### src/sv/spim_pkg.sv
`timescale 1ns / 1ps

package spim_pkg;

    localparam int unsigned MAX_BITS        = 32;
    localparam int unsigned MIN_HALF_PERIOD = 1;

    localparam int unsigned DATA_W   = 32;
    localparam int unsigned SIZE_W   = 6;
    localparam int unsigned TICK_W   = 16;
    localparam int unsigned CSD_W    = 8;
    localparam int unsigned CFG_IDX_W = 2;
    localparam int unsigned CFG_DAT_W = 16;

    localparam logic [CFG_IDX_W-1:0] REG_MODE = 2'd0;
    localparam logic [CFG_IDX_W-1:0] REG_HALF = 2'd1;
    localparam logic [CFG_IDX_W-1:0] REG_CSD  = 2'd2;

    localparam logic [1:0]        MODE_RESET = 2'd0;
    localparam logic [TICK_W-1:0] HALF_RESET = 16'd20;
    localparam logic [CSD_W-1:0]  CSD_RESET  = 8'd1;

    localparam logic [SIZE_W-1:0] SIZE_8  = 6'd8;
    localparam logic [SIZE_W-1:0] SIZE_16 = 6'd16;
    localparam logic [SIZE_W-1:0] SIZE_32 = 6'd32;

    typedef enum logic [2:0] {
        PH_IDLE   = 3'd0,
        PH_LEAD   = 3'd1,
        PH_HALF_A = 3'd2,
        PH_HALF_B = 3'd3,
        PH_TRAIL  = 3'd4
    } phase_t;

    typedef struct packed {
        logic              op;
        logic [DATA_W-1:0] tx_data;
        logic [SIZE_W-1:0] size_bits;
        logic              miso;
    } item_t;

    typedef struct packed {
        logic                 valid;
        logic [CFG_IDX_W-1:0] index;
        logic [CFG_DAT_W-1:0] data;
    } cfg_wr_t;

    typedef struct packed {
        logic              sck;
        logic              mosi;
        logic              cs_n;
        logic              busy_res;
        logic              done_res;
        logic [DATA_W-1:0] rx_data;
        logic              bad_size;
    } result_t;

endpackage

### src/sv/spim_if.sv
`timescale 1ns / 1ps

interface spim_req_if;
    import spim_pkg::*;
    logic              valid;
    logic              ready;
    logic              op;
    logic [DATA_W-1:0] tx_data;
    logic [SIZE_W-1:0] size_bits;
    logic              miso;

    modport source (output valid, op, tx_data, size_bits, miso, input ready);
    modport sink   (input valid, op, tx_data, size_bits, miso, output ready);
endinterface

interface spim_rsp_if;
    import spim_pkg::*;
    logic              valid;
    logic              ready;
    logic              sck;
    logic              mosi;
    logic              cs_n;
    logic              busy_res;
    logic              done_res;
    logic [DATA_W-1:0] rx_data;
    logic              bad_size;

    modport source (output valid, sck, mosi, cs_n, busy_res, done_res, rx_data, bad_size,
                    input ready);
    modport sink   (input valid, sck, mosi, cs_n, busy_res, done_res, rx_data, bad_size,
                    output ready);
endinterface

interface spim_cfg_if;
    import spim_pkg::*;
    logic                 valid;
    logic                 ready;
    logic [CFG_IDX_W-1:0] index;
    logic [CFG_DAT_W-1:0] data;

    modport source (output valid, index, data, input ready);
    modport sink   (input valid, index, data, output ready);
endinterface

### src/sv/spim_seq.sv
`timescale 1ns / 1ps

module spim_seq
    import spim_pkg::*;
(
    input  logic    clk,
    input  logic    rst_n,
    input  logic    step,
    input  item_t   item,
    input  cfg_wr_t cfg_wr,
    output result_t result
);

    logic [1:0]        mode_reg,  mode_next;
    logic [TICK_W-1:0] half_reg,  half_next;
    logic [CSD_W-1:0]  csd_reg,   csd_next;
    phase_t            phase_reg, phase_next;
    logic [TICK_W-1:0] tick_reg,  tick_next;
    logic [SIZE_W-1:0] bitc_reg,  bitc_next;
    logic [DATA_W-1:0] send_reg,  send_next;
    logic [DATA_W-1:0] recv_reg,  recv_next;
    logic [SIZE_W-1:0] size_reg,  size_next;
    logic              sck_reg,   sck_next;
    logic              mosi_reg,  mosi_next;
    logic              csn_reg,   csn_next;
    logic              done_next;
    logic              bad_next;
    logic [DATA_W-1:0] word_next;

    always_comb
    begin
        logic              cpol;
        logic              cpha;
        logic [TICK_W-1:0] eff_half;
        logic [TICK_W-1:0] tick_inc;
        logic [TICK_W-1:0] csd_ext;
        logic              size_ok;
        logic              do_begin;
        logic              do_finish;
        logic [4:0]        bit_sel;

        cpol      = mode_reg[1];
        cpha      = mode_reg[0];
        eff_half  = (half_reg < TICK_W'(MIN_HALF_PERIOD)) ? TICK_W'(MIN_HALF_PERIOD) : half_reg;
        tick_inc  = tick_reg + 16'd1;
        csd_ext   = {8'd0, csd_reg};
        size_ok   = (item.size_bits == SIZE_8 || item.size_bits == SIZE_16 ||
                     item.size_bits == SIZE_32) && (item.size_bits <= SIZE_W'(MAX_BITS));
        do_begin  = 1'b0;
        do_finish = 1'b0;
        bit_sel   = '0;

        mode_next  = mode_reg;
        half_next  = half_reg;
        csd_next   = csd_reg;
        phase_next = phase_reg;
        tick_next  = tick_reg;
        bitc_next  = bitc_reg;
        send_next  = send_reg;
        recv_next  = recv_reg;
        size_next  = size_reg;
        sck_next   = sck_reg;
        mosi_next  = mosi_reg;
        csn_next   = csn_reg;
        done_next  = 1'b0;
        bad_next   = 1'b0;
        word_next  = '0;

        if (step)
        begin
            case (phase_reg)
                PH_IDLE:
                begin
                    if (item.op)
                    begin
                        if (!size_ok)
                        begin
                            done_next = 1'b1;
                            bad_next  = 1'b1;
                        end
                        else
                        begin
                            size_next = item.size_bits;
                            send_next = (item.size_bits >= SIZE_W'(DATA_W)) ? item.tx_data
                                      : item.tx_data & ~({DATA_W{1'b1}} << item.size_bits);
                            recv_next = '0;
                            bitc_next = '0;
                            csn_next  = 1'b0;
                            if (csd_reg == '0)
                            begin
                                do_begin = 1'b1;
                            end
                            else
                            begin
                                phase_next = PH_LEAD;
                                tick_next  = '0;
                            end
                        end
                    end
                end
                PH_LEAD:
                begin
                    tick_next = tick_inc;
                    if (tick_inc >= csd_ext)
                    begin
                        do_begin = 1'b1;
                    end
                end
                PH_HALF_A:
                begin
                    tick_next = tick_inc;
                    if (tick_inc >= eff_half)
                    begin
                        tick_next  = '0;
                        recv_next  = {recv_reg[DATA_W-2:0], item.miso};
                        sck_next   = cpha ? cpol : ~cpol;
                        phase_next = PH_HALF_B;
                    end
                end
                PH_HALF_B:
                begin
                    tick_next = tick_inc;
                    if (tick_inc >= eff_half)
                    begin
                        tick_next = '0;
                        if (!cpha)
                        begin
                            sck_next = cpol;
                        end
                        bitc_next = bitc_reg + 6'd1;
                        if (bitc_next >= size_reg)
                        begin
                            if (csd_reg == '0)
                            begin
                                do_finish = 1'b1;
                            end
                            else
                            begin
                                phase_next = PH_TRAIL;
                            end
                        end
                        else
                        begin
                            do_begin = 1'b1;
                        end
                    end
                end
                PH_TRAIL:
                begin
                    tick_next = tick_inc;
                    if (tick_inc >= csd_ext)
                    begin
                        do_finish = 1'b1;
                    end
                end
                default:
                begin
                    phase_next = PH_IDLE;
                    tick_next  = '0;
                end
            endcase

            if (do_begin)
            begin
                bit_sel    = 5'(size_next - 6'd1);
                mosi_next  = send_next[bit_sel];
                send_next  = send_next << 1;
                if (cpha)
                begin
                    sck_next = ~cpol;
                end
                phase_next = PH_HALF_A;
                tick_next  = '0;
            end

            if (do_finish)
            begin
                csn_next   = 1'b1;
                done_next  = 1'b1;
                word_next  = recv_next;
                phase_next = PH_IDLE;
                tick_next  = '0;
            end
        end

        if (cfg_wr.valid)
        begin
            case (cfg_wr.index)
                REG_MODE:
                begin
                    mode_next = cfg_wr.data[1:0];
                    if (phase_reg == PH_IDLE)
                    begin
                        sck_next = cfg_wr.data[1];
                    end
                end
                REG_HALF: half_next = cfg_wr.data;
                REG_CSD:  csd_next  = cfg_wr.data[CSD_W-1:0];
                default:  ;
            endcase
        end
    end

    always_comb
    begin
        result.sck      = sck_next;
        result.mosi     = mosi_next;
        result.cs_n     = csn_next;
        result.busy_res = (phase_next != PH_IDLE);
        result.done_res = done_next;
        result.rx_data  = word_next;
        result.bad_size = bad_next;
    end

    always_ff @(posedge clk or negedge rst_n)
    begin
        if (!rst_n)
        begin
            mode_reg  <= MODE_RESET;
            half_reg  <= HALF_RESET;
            csd_reg   <= CSD_RESET;
            phase_reg <= PH_IDLE;
            tick_reg  <= '0;
            bitc_reg  <= '0;
            send_reg  <= '0;
            recv_reg  <= '0;
            size_reg  <= '0;
            sck_reg   <= MODE_RESET[1];
            mosi_reg  <= 1'b0;
            csn_reg   <= 1'b1;
        end
        else
        begin
            mode_reg  <= mode_next;
            half_reg  <= half_next;
            csd_reg   <= csd_next;
            phase_reg <= phase_next;
            tick_reg  <= tick_next;
            bitc_reg  <= bitc_next;
            send_reg  <= send_next;
            recv_reg  <= recv_next;
            size_reg  <= size_next;
            sck_reg   <= sck_next;
            mosi_reg  <= mosi_next;
            csn_reg   <= csn_next;
        end
    end

    a_idle_cs_high: assert property (@(posedge clk) disable iff (!rst_n)
        (phase_reg == PH_IDLE) |-> csn_reg)
        else $error("chip select low while idle");

    a_bit_in_range: assert property (@(posedge clk) disable iff (!rst_n)
        (phase_reg == PH_HALF_A || phase_reg == PH_HALF_B) |-> (bitc_reg < size_reg))
        else $error("bit count past transfer size");

    a_cs_rise_on_step: assert property (@(posedge clk) disable iff (!rst_n)
        $rose(csn_reg) |-> $past(step))
        else $error("chip select rose without a request");

endmodule

### src/sv/spi_master_mode0_3.sv
`timescale 1ns / 1ps

// SPI master sequencer; each request on req is one tick of the bit clock.
// A request with op set while idle starts a transfer of 8, 16 or 32 bits;
// any other size returns done_res with bad_size and zero rx_data at once.
// Each request yields exactly one response on rsp carrying the pin levels
// (sck, mosi, cs_n) after that tick, busy_res, done_res and rx_data.
// cfg writes spi_mode (index 0), half_period (index 1) and cs_delay
// (index 2); cfg is always ready and should be written only while idle.
// Response: registered; the response for a request is valid the cycle after acceptance.
// Throughput: one request per cycle unless rsp stalls; the next-state logic
// is a single pass from the state registers to the response register.
// Stall: req.ready stays high while the response register is empty or is
// being taken; with rsp.ready low and a response held, req.ready drops.
// Reset: idle, cs_n high, sck at polarity 0, mosi low, registers at
// spi_mode 0, half_period 20, cs_delay 1; no response pending.
module spi_master_mode0_3
    import spim_pkg::*;
(
    input  logic       clk,
    input  logic       rst_n,
    spim_req_if.sink   req,
    spim_rsp_if.source rsp,
    spim_cfg_if.sink   cfg
);

    logic    step;
    item_t   item;
    cfg_wr_t cfg_wr;
    result_t result;
    result_t rsp_reg;
    logic    rsp_valid_reg;

    assign req.ready = !rsp_valid_reg || rsp.ready;
    assign step      = req.valid && req.ready;
    assign cfg.ready = 1'b1;

    assign item.op        = req.op;
    assign item.tx_data   = req.tx_data;
    assign item.size_bits = req.size_bits;
    assign item.miso      = req.miso;

    assign cfg_wr.valid = cfg.valid;
    assign cfg_wr.index = cfg.index;
    assign cfg_wr.data  = cfg.data;

    spim_seq u_seq
    (
        .clk    (clk),
        .rst_n  (rst_n),
        .step   (step),
        .item   (item),
        .cfg_wr (cfg_wr),
        .result (result)
    );

    always_ff @(posedge clk or negedge rst_n)
    begin
        if (!rst_n)
        begin
            rsp_valid_reg <= 1'b0;
        end
        else if (step)
        begin
            rsp_valid_reg <= 1'b1;
        end
        else if (rsp.ready)
        begin
            rsp_valid_reg <= 1'b0;
        end
    end

    always_ff @(posedge clk)
    begin
        if (step)
        begin
            rsp_reg <= result;
        end
    end

    assign rsp.valid    = rsp_valid_reg;
    assign rsp.sck      = rsp_reg.sck;
    assign rsp.mosi     = rsp_reg.mosi;
    assign rsp.cs_n     = rsp_reg.cs_n;
    assign rsp.busy_res = rsp_reg.busy_res;
    assign rsp.done_res = rsp_reg.done_res;
    assign rsp.rx_data  = rsp_reg.rx_data;
    assign rsp.bad_size = rsp_reg.bad_size;

    a_no_overwrite: assert property (@(posedge clk) disable iff (!rst_n)
        (rsp_valid_reg && !rsp.ready) |-> !step)
        else $error("response overwritten while stalled");

    a_done_not_busy: assert property (@(posedge clk) disable iff (!rst_n)
        (rsp_valid_reg && rsp_reg.done_res) |-> !rsp_reg.busy_res)
        else $error("done shown while busy");

    a_bad_zero_data: assert property (@(posedge clk) disable iff (!rst_n)
        (rsp_valid_reg && rsp_reg.bad_size) |-> (rsp_reg.done_res && rsp_reg.rx_data == '0))
        else $error("bad size without done or with data");

endmodule
### src/flat_wrapper.sv
// flat-port wrapper written by rule: the top's interface ports become plain ports
module spi_master_mode0_3_flat import spim_pkg::*;
  (clk, rst_n, req_valid, req_op, req_tx_data, req_size_bits, req_miso, req_ready, rsp_valid, rsp_sck, rsp_mosi, rsp_cs_n, rsp_busy_res, rsp_done_res, rsp_rx_data, rsp_bad_size, rsp_ready, cfg_valid, cfg_index, cfg_data, cfg_ready);
  spim_req_if req_i ();
  spim_rsp_if rsp_i ();
  spim_cfg_if cfg_i ();
  input  logic clk;
  input  logic rst_n;
  input wire logic [$bits(req_i.valid)-1:0] req_valid;
  input wire logic [$bits(req_i.op)-1:0] req_op;
  input wire logic [$bits(req_i.tx_data)-1:0] req_tx_data;
  input wire logic [$bits(req_i.size_bits)-1:0] req_size_bits;
  input wire logic [$bits(req_i.miso)-1:0] req_miso;
  output wire logic [$bits(req_i.ready)-1:0] req_ready;
  output wire logic [$bits(rsp_i.valid)-1:0] rsp_valid;
  output wire logic [$bits(rsp_i.sck)-1:0] rsp_sck;
  output wire logic [$bits(rsp_i.mosi)-1:0] rsp_mosi;
  output wire logic [$bits(rsp_i.cs_n)-1:0] rsp_cs_n;
  output wire logic [$bits(rsp_i.busy_res)-1:0] rsp_busy_res;
  output wire logic [$bits(rsp_i.done_res)-1:0] rsp_done_res;
  output wire logic [$bits(rsp_i.rx_data)-1:0] rsp_rx_data;
  output wire logic [$bits(rsp_i.bad_size)-1:0] rsp_bad_size;
  input wire logic [$bits(rsp_i.ready)-1:0] rsp_ready;
  input wire logic [$bits(cfg_i.valid)-1:0] cfg_valid;
  input wire logic [$bits(cfg_i.index)-1:0] cfg_index;
  input wire logic [$bits(cfg_i.data)-1:0] cfg_data;
  output wire logic [$bits(cfg_i.ready)-1:0] cfg_ready;
  assign req_i.valid = req_valid;
  assign req_i.op = req_op;
  assign req_i.tx_data = req_tx_data;
  assign req_i.size_bits = req_size_bits;
  assign req_i.miso = req_miso;
  assign req_ready = req_i.ready;
  assign rsp_valid = rsp_i.valid;
  assign rsp_sck = rsp_i.sck;
  assign rsp_mosi = rsp_i.mosi;
  assign rsp_cs_n = rsp_i.cs_n;
  assign rsp_busy_res = rsp_i.busy_res;
  assign rsp_done_res = rsp_i.done_res;
  assign rsp_rx_data = rsp_i.rx_data;
  assign rsp_bad_size = rsp_i.bad_size;
  assign rsp_i.ready = rsp_ready;
  assign cfg_i.valid = cfg_valid;
  assign cfg_i.index = cfg_index;
  assign cfg_i.data = cfg_data;
  assign cfg_ready = cfg_i.ready;
  spi_master_mode0_3 u_core (.clk(clk), .rst_n(rst_n), .req(req_i), .rsp(rsp_i), .cfg(cfg_i));
endmodule
### config.mk
export PLATFORM = sky130hd
export DESIGN_NAME = spi_master_mode0_3_flat
export DESIGN_NICKNAME = d
export VERILOG_FILES = /design/src/sv/spim_pkg.sv /design/src/sv/spim_if.sv /design/src/sv/spim_seq.sv /design/src/sv/spi_master_mode0_3.sv /design/src/flat_wrapper.sv
export SDC_FILE = /design/constraint.sdc
export NUM_CORES = 1
export LEC_CHECK = 0
export BUFFER_PORTS_ARGS = -buffer_cell sky130_fd_sc_hd__clkbuf_2
export CAP_MARGIN = 25
export CORE_MARGIN = 2
export CORE_UTILIZATION = 40
export DETAILED_ROUTE_END_ITERATION = 8
export GPL_TIMING_DRIVEN = 0
export SKIP_LAST_GASP = 1
export SYNTH_ARGS = -nofsm -noshare
export SYNTH_HDL_FRONTEND = slang
export SYNTH_SLANG_ARGS = --single-unit
export TNS_END_PERCENT = 100
### constraint.sdc
create_clock -name clk -period 7.8 [get_ports clk]
set_clock_uncertainty 0.05 [all_clocks]
set_input_delay 1.17 -clock clk [delete_from_list [all_inputs] [get_ports clk]]
set_output_delay 1.17 -clock clk [all_outputs]
set_load 0.01 [all_outputs]
* Yosys cells after proc, flatten, opt, wreduce, memory -nomap -nowiden
Cells that the tools add are included.
W data, S select, Z words.
** Cells by class
- $add $sub $neg :: 3
- $lt $le $gt $ge :: 7
- Equality and inequality tests :: 15
- Shift-type cells :: 1
- Mux-type cells :: 74
- Bitwise operators :: 3
- Reductions and logical operators :: 19
** Operators with widths (count)
- $mux W32 :: 9
- $mux W16 :: 7
- $pmux W32 S2 :: 1
- $pmux W16 S3 :: 1
- $mux W6 :: 7
- $mux W1 :: 33
- $and A32 B32 Y32 :: 1
- $not A32 Y32 :: 1
- $shl A32 B6 Y32 const A :: 1
- $mux W3 :: 10
- $add A16 B1 Y16 const B :: 1
- $ge A16 B16 Y1 :: 1
- $ge A16 B8 Y1 :: 1
- $lt A16 B1 Y1 const B :: 1
- $ne A4 B4 Y1 const B :: 3
- $pmux W3 S4 :: 1
- $pmux W6 S2 :: 1
- $logic_not A8 Y1 :: 1
- $add A6 B1 Y6 const B :: 1
- $eq A3 B2 Y1 const B :: 2
- $eq A6 B4 Y1 const B :: 1
- $eq A6 B5 Y1 const B :: 1
- $eq A6 B6 Y1 const B :: 1
- $ge A6 B6 Y1 :: 1
- other kinds (24) :: 34
** Storage, ports and cells
- Flip-flop bits (word level) :: 163
- Input bits :: 63
- Output and inout bits :: 41

* Depth between registers and ports, before layout
- Word-level depth :: 13
- Mapped depth :: 17
- Mapped depth without buffers :: 13

* Cells and area by module
From an unflattened synthesis, not the netlist that was laid out.
** Unflattened totals
- Cell total of the unflattened synthesis :: 1021
- Area, all modules :: 9686.8 µm²
** Modules (own cells, without submodules)
- spim_seq :: instances 1, cells an instance 977, area an instance 8480.6 µm²
- spi_master_mode0_3 :: instances 1, cells an instance 44, area an instance 1206.2 µm²

* Least setup slack after synthesis
OpenSTA, ideal clock, no wires.
- Path type :: input port to flip-flop
- Start :: input port req_size_bits[4]
- End :: register u_core.rsp_reg (netlist bit u_core.rsp.mosi) (data pin)
- Setup time :: 269 ps
- Data arrival time :: 4467 ps
- Required time :: 7481 ps
- Setup slack :: 3014 ps
- Stages on the path :: 16
- Buffers on the path :: 5
- Path through :: clkbuf_1 o21ai_0 o211a_1 nand2_1 clkbuf_1 buf_1 clkbuf_1 nand2_1 ha_1 a21o_2 and2_1 buf_6 a2111oi_0 nor4_1 nor4_1 o41ai_1
** RTL lines
- from (decl) :: RTL line flat_wrapper.sv:12 : input wire logic [$bits(req_i.size_bits)-1:0] req_size_bits;
- to (signal assigned) :: RTL line spi_master_mode0_3.sv:77 : rsp_reg <= result;
- to (decl) :: RTL line spi_master_mode0_3.sv:31 : result_t rsp_reg;

==> flow_metrics.env <==
export IMPL_status="complete, no violations"
export IMPL_cp_max_fo=10
export IMPL_track_usage=0.217
export IMPL_setup_viol=0
export IMPL_drv_slew=0
export IMPL_grt_max_degree=102
export IMPL_worst_slew_pin_slew_ns=0.706
export IMPL_num_vias=8285
export IMPL_ys_seq_area_frac=0.447
export IMPL_leakage_nw=4.70
export IMPL_clk_latency_ns=0.43
export IMPL_required_ns=7.89
export IMPL_wirelength_um=26500
export IMPL_die_w_um=159
export IMPL_hold_viol_final=0
export IMPL_maxCapViolations=0
export IMPL_post_synth_cell_area_avg_um2=9.49
export IMPL_synth_ff_latch_count=163
export IMPL_syn_nets=1104
export IMPL_avgViaCountPerCell=5.66
export IMPL_fin_tns_setup_ns=0
export IMPL_vdd_ir_drop_worst_mv=0.119
export IMPL_io_buffers=101
export IMPL_rsz0062_at_grt="no"
export IMPL_power_density_mw_per_mm2=226
export IMPL_worst_ep_arrival_time_ns=6.30
export IMPL_start_util=0.407
export IMPL_wl_per_cell_um=18.1
export IMPL_grt_pass1_vias=7902
export IMPL_htreeDepth=4
export IMPL_nets=1227
export IMPL_die_area_mm2=0.0252
export IMPL_ant_nets=0
export IMPL_worstSetupStartpointType="input pin"
export IMPL_cts_sinks=163
export IMPL_drc=0
export IMPL_synth_edff_count=38
export IMPL_relSlewSlack=0.525
export IMPL_drtIter0Drc=716
export IMPL_grt_remaining_overflow=0
export IMPL_yosys_most_used_dff="dfrtp_1"
export IMPL_antenna_found_initial=0
export IMPL_syn_to_final_growth_pct=16.3
export IMPL_diodes=0
export IMPL_crit_slowest_cell="buf_1"
export IMPL_hpwlAfterDp_um=19600
export IMPL_cp_cell_sequence="clkbuf_2, clkbuf_1, o21ai_0, o211a_1, nand2_1, clkbuf_1, buf_1, clkbuf_1, nand2_1, ha_1, a21o_2, and2_1, buf_6, a2111oi_0, nor4_1, nor4_1, o41ai_1"
export IMPL_fillCellCount=2226
export IMPL_timing_fmax_mhz=161
export IMPL_dr_pass1_iters=7
export IMPL_io_pins=104
export IMPL_design_core_area_mm2=0.0235
export IMPL_cts_resized=0
export IMPL_async_flop_share=0.767
export IMPL_max_stage_delay_ns=0.58
export IMPL_yosys_warnings=0
export IMPL_die_h_um=159
export IMPL_grt_pass1_wl_um=42200
export IMPL_floorplan_rows=56
export IMPL_cts_setup_buffers=0
export IMPL_cts_buffers=17
export IMPL_post_route_period_util=0.796
export IMPL_tritoncts="yes"
export IMPL_holdBufCountCts=0
export IMPL_synth_area_mm2=0.00956
export IMPL_cp_common_cell="clkbuf_1"
export IMPL_synth_cell_types=81
export IMPL_stdcell_count=1463
export IMPL_crit_type="input pin to flop"
export IMPL_holdCritPathClass="flop to flop"
export IMPL_synthCells=1008
export IMPL_finalCriticalPeriod_ns=6.21
export IMPL_drive_above_1_share=0.189
export IMPL_dp_cells=1430
export IMPL_clock_path_buffers=2
export IMPL_cts_root_buf="clkbuf_16"
export IMPL_gp_congestion=0.926
export IMPL_end_kind="flop"
export IMPL_path_clk_slew_ns=0.07
## layer usage
| layer | routed length, µm | vias to the layer above | GRT usage |
|---|---|---|---|
| li1 | - | 3959 | - |
| met1 | 12800 | 3998 | 0.319 |
| met2 | 11800 | 278 | 0.331 |
| met3 | 1430 | 50 | 0.0305 |
| met4 | 516 | 0 | 0.0669 |
| met5 | 0 | - | 0 |
## critical path: cells and delay by family
family | cells | cell delay (ns)
simple gates | 5 | 1.17
compound gates | 5 | 1.46
fa+ha+maj | 1 | 0.28
buf+inv | 6 | 2.21
## layout make-up
type | count | area (µm²) | area share
tap | 319 | 399 | 0.0359
clock buffer | 18 | 429 | 0.0386
timing repair buffer | 104 | 567 | 0.0510
clock inverter | 14 | 165 | 0.0148
inverter | 42 | 158 | 0.0142
buffer | 69 | 303 | 0.0272
multi-input combinational | 734 | 4830 | 0.434
sequential | 163 | 4270 | 0.384
## where the power goes
group,internal [mW],switching [mW],total (mW)
clock,0.457,0.388,0.844
sequential,0.972,0.0791,1.05
combinational,0.244,0.376,0.620
## cells by family after synthesis
group / share of synthesized area
simple gates: 0.174
compound gates: 0.200
flops: 0.447
buf+inv: 0.0481
mux: 0.0638
fa+ha+maj: 0.0432
xor+xnor: 0.0228
other cells: 0.000392
## synth_stat cells, types with 9 or more instances
| cell type | instances | area [µm²] |
|---|---|---|
| a21oi_1 | 80 | 400 |
| a221o_1 | 22 | 220 |
| a22o_1 | 41 | 359 |
| and3_1 | 10 | 62.6 |
| buf_2 | 9 | 45.0 |
| clkbuf_1 | 47 | 176 |
| dfrtp_1 | 121 | 3030 |
| edfxtp_1 | 38 | 1140 |
| ha_1 | 33 | 413 |
| inv_1 | 42 | 158 |
| mux2_2 | 36 | 405 |
| mux2i_1 | 10 | 100 |
| nand2_1 | 124 | 465 |
| nand3_1 | 59 | 295 |
| nor2_1 | 62 | 233 |
| nor3_1 | 31 | 155 |
| nor4_1 | 11 | 68.8 |
| o211ai_1 | 10 | 75.1 |
| o21ai_0 | 62 | 310 |
| xnor2_1 | 15 | 131 |
## final timing paths
check                      slack (ns)                      start  cells past startpoint                        end
min reg2reg                      0.47  u_core.u_seq.recv_reg[31]                      1  u_core.u_seq.recv_reg[31]
max in group asynchronous        6.36                      rst_n                      2   u_core.u_seq.recv_reg[8]
max reg2reg                      2.64  u_core.u_seq.phase_reg[2]                     15            u_core.rsp.mosi
min in group asynchronous        0.56                      rst_n                      1   u_core.u_seq.half_reg[0]
max                              1.59           req_size_bits[4]                     17            u_core.rsp.mosi
min                              0.47  u_core.u_seq.recv_reg[31]                      1  u_core.u_seq.recv_reg[31]
## placed cells by master, fill, tap and decap left out, drive strengths merged, types with 4 or more instances in the layout
cell	n
clkbuf	168
nand2	124
dfrtp	121
a21oi	81
o21ai	68
nor2	63
nand3	60
inv	49
a22o	41
mux2	40
edfxtp	38
ha	33
nor3	31
buf	23
a221o	22
xnor2	16
nor4	12
o211ai	11
and3	10
mux2i	10
a211oi	9
xor2	8
nand4	7
a21boi	5
and2	5
a21o	5
nand2b	4
nor2b	4
nor3b	4
dfstp	4
or4	4
## per-stage QoR
stage / total power, mW / hold WS [ns] / area, µm² / utilization / worst slack, ns
after floorplan: 1.48 / 0.411 / 9560 / - / 3.01
after global placement: 1.66 / 0.446 / 10500 / 0.446 / 1.32
after detailed placement: 1.68 / 0.453 / 10500 / 0.448 / 1.30
after CTS: 2.52 / 0.470 / 11100 / 0.473 / 1.76
after global routing: 2.65 / 0.498 / 11100 / 0.474 / 1.43
final: 2.52 / 0.472 / 11100 / 0.474 / 1.59
Power figures use the tool's default switching activity.
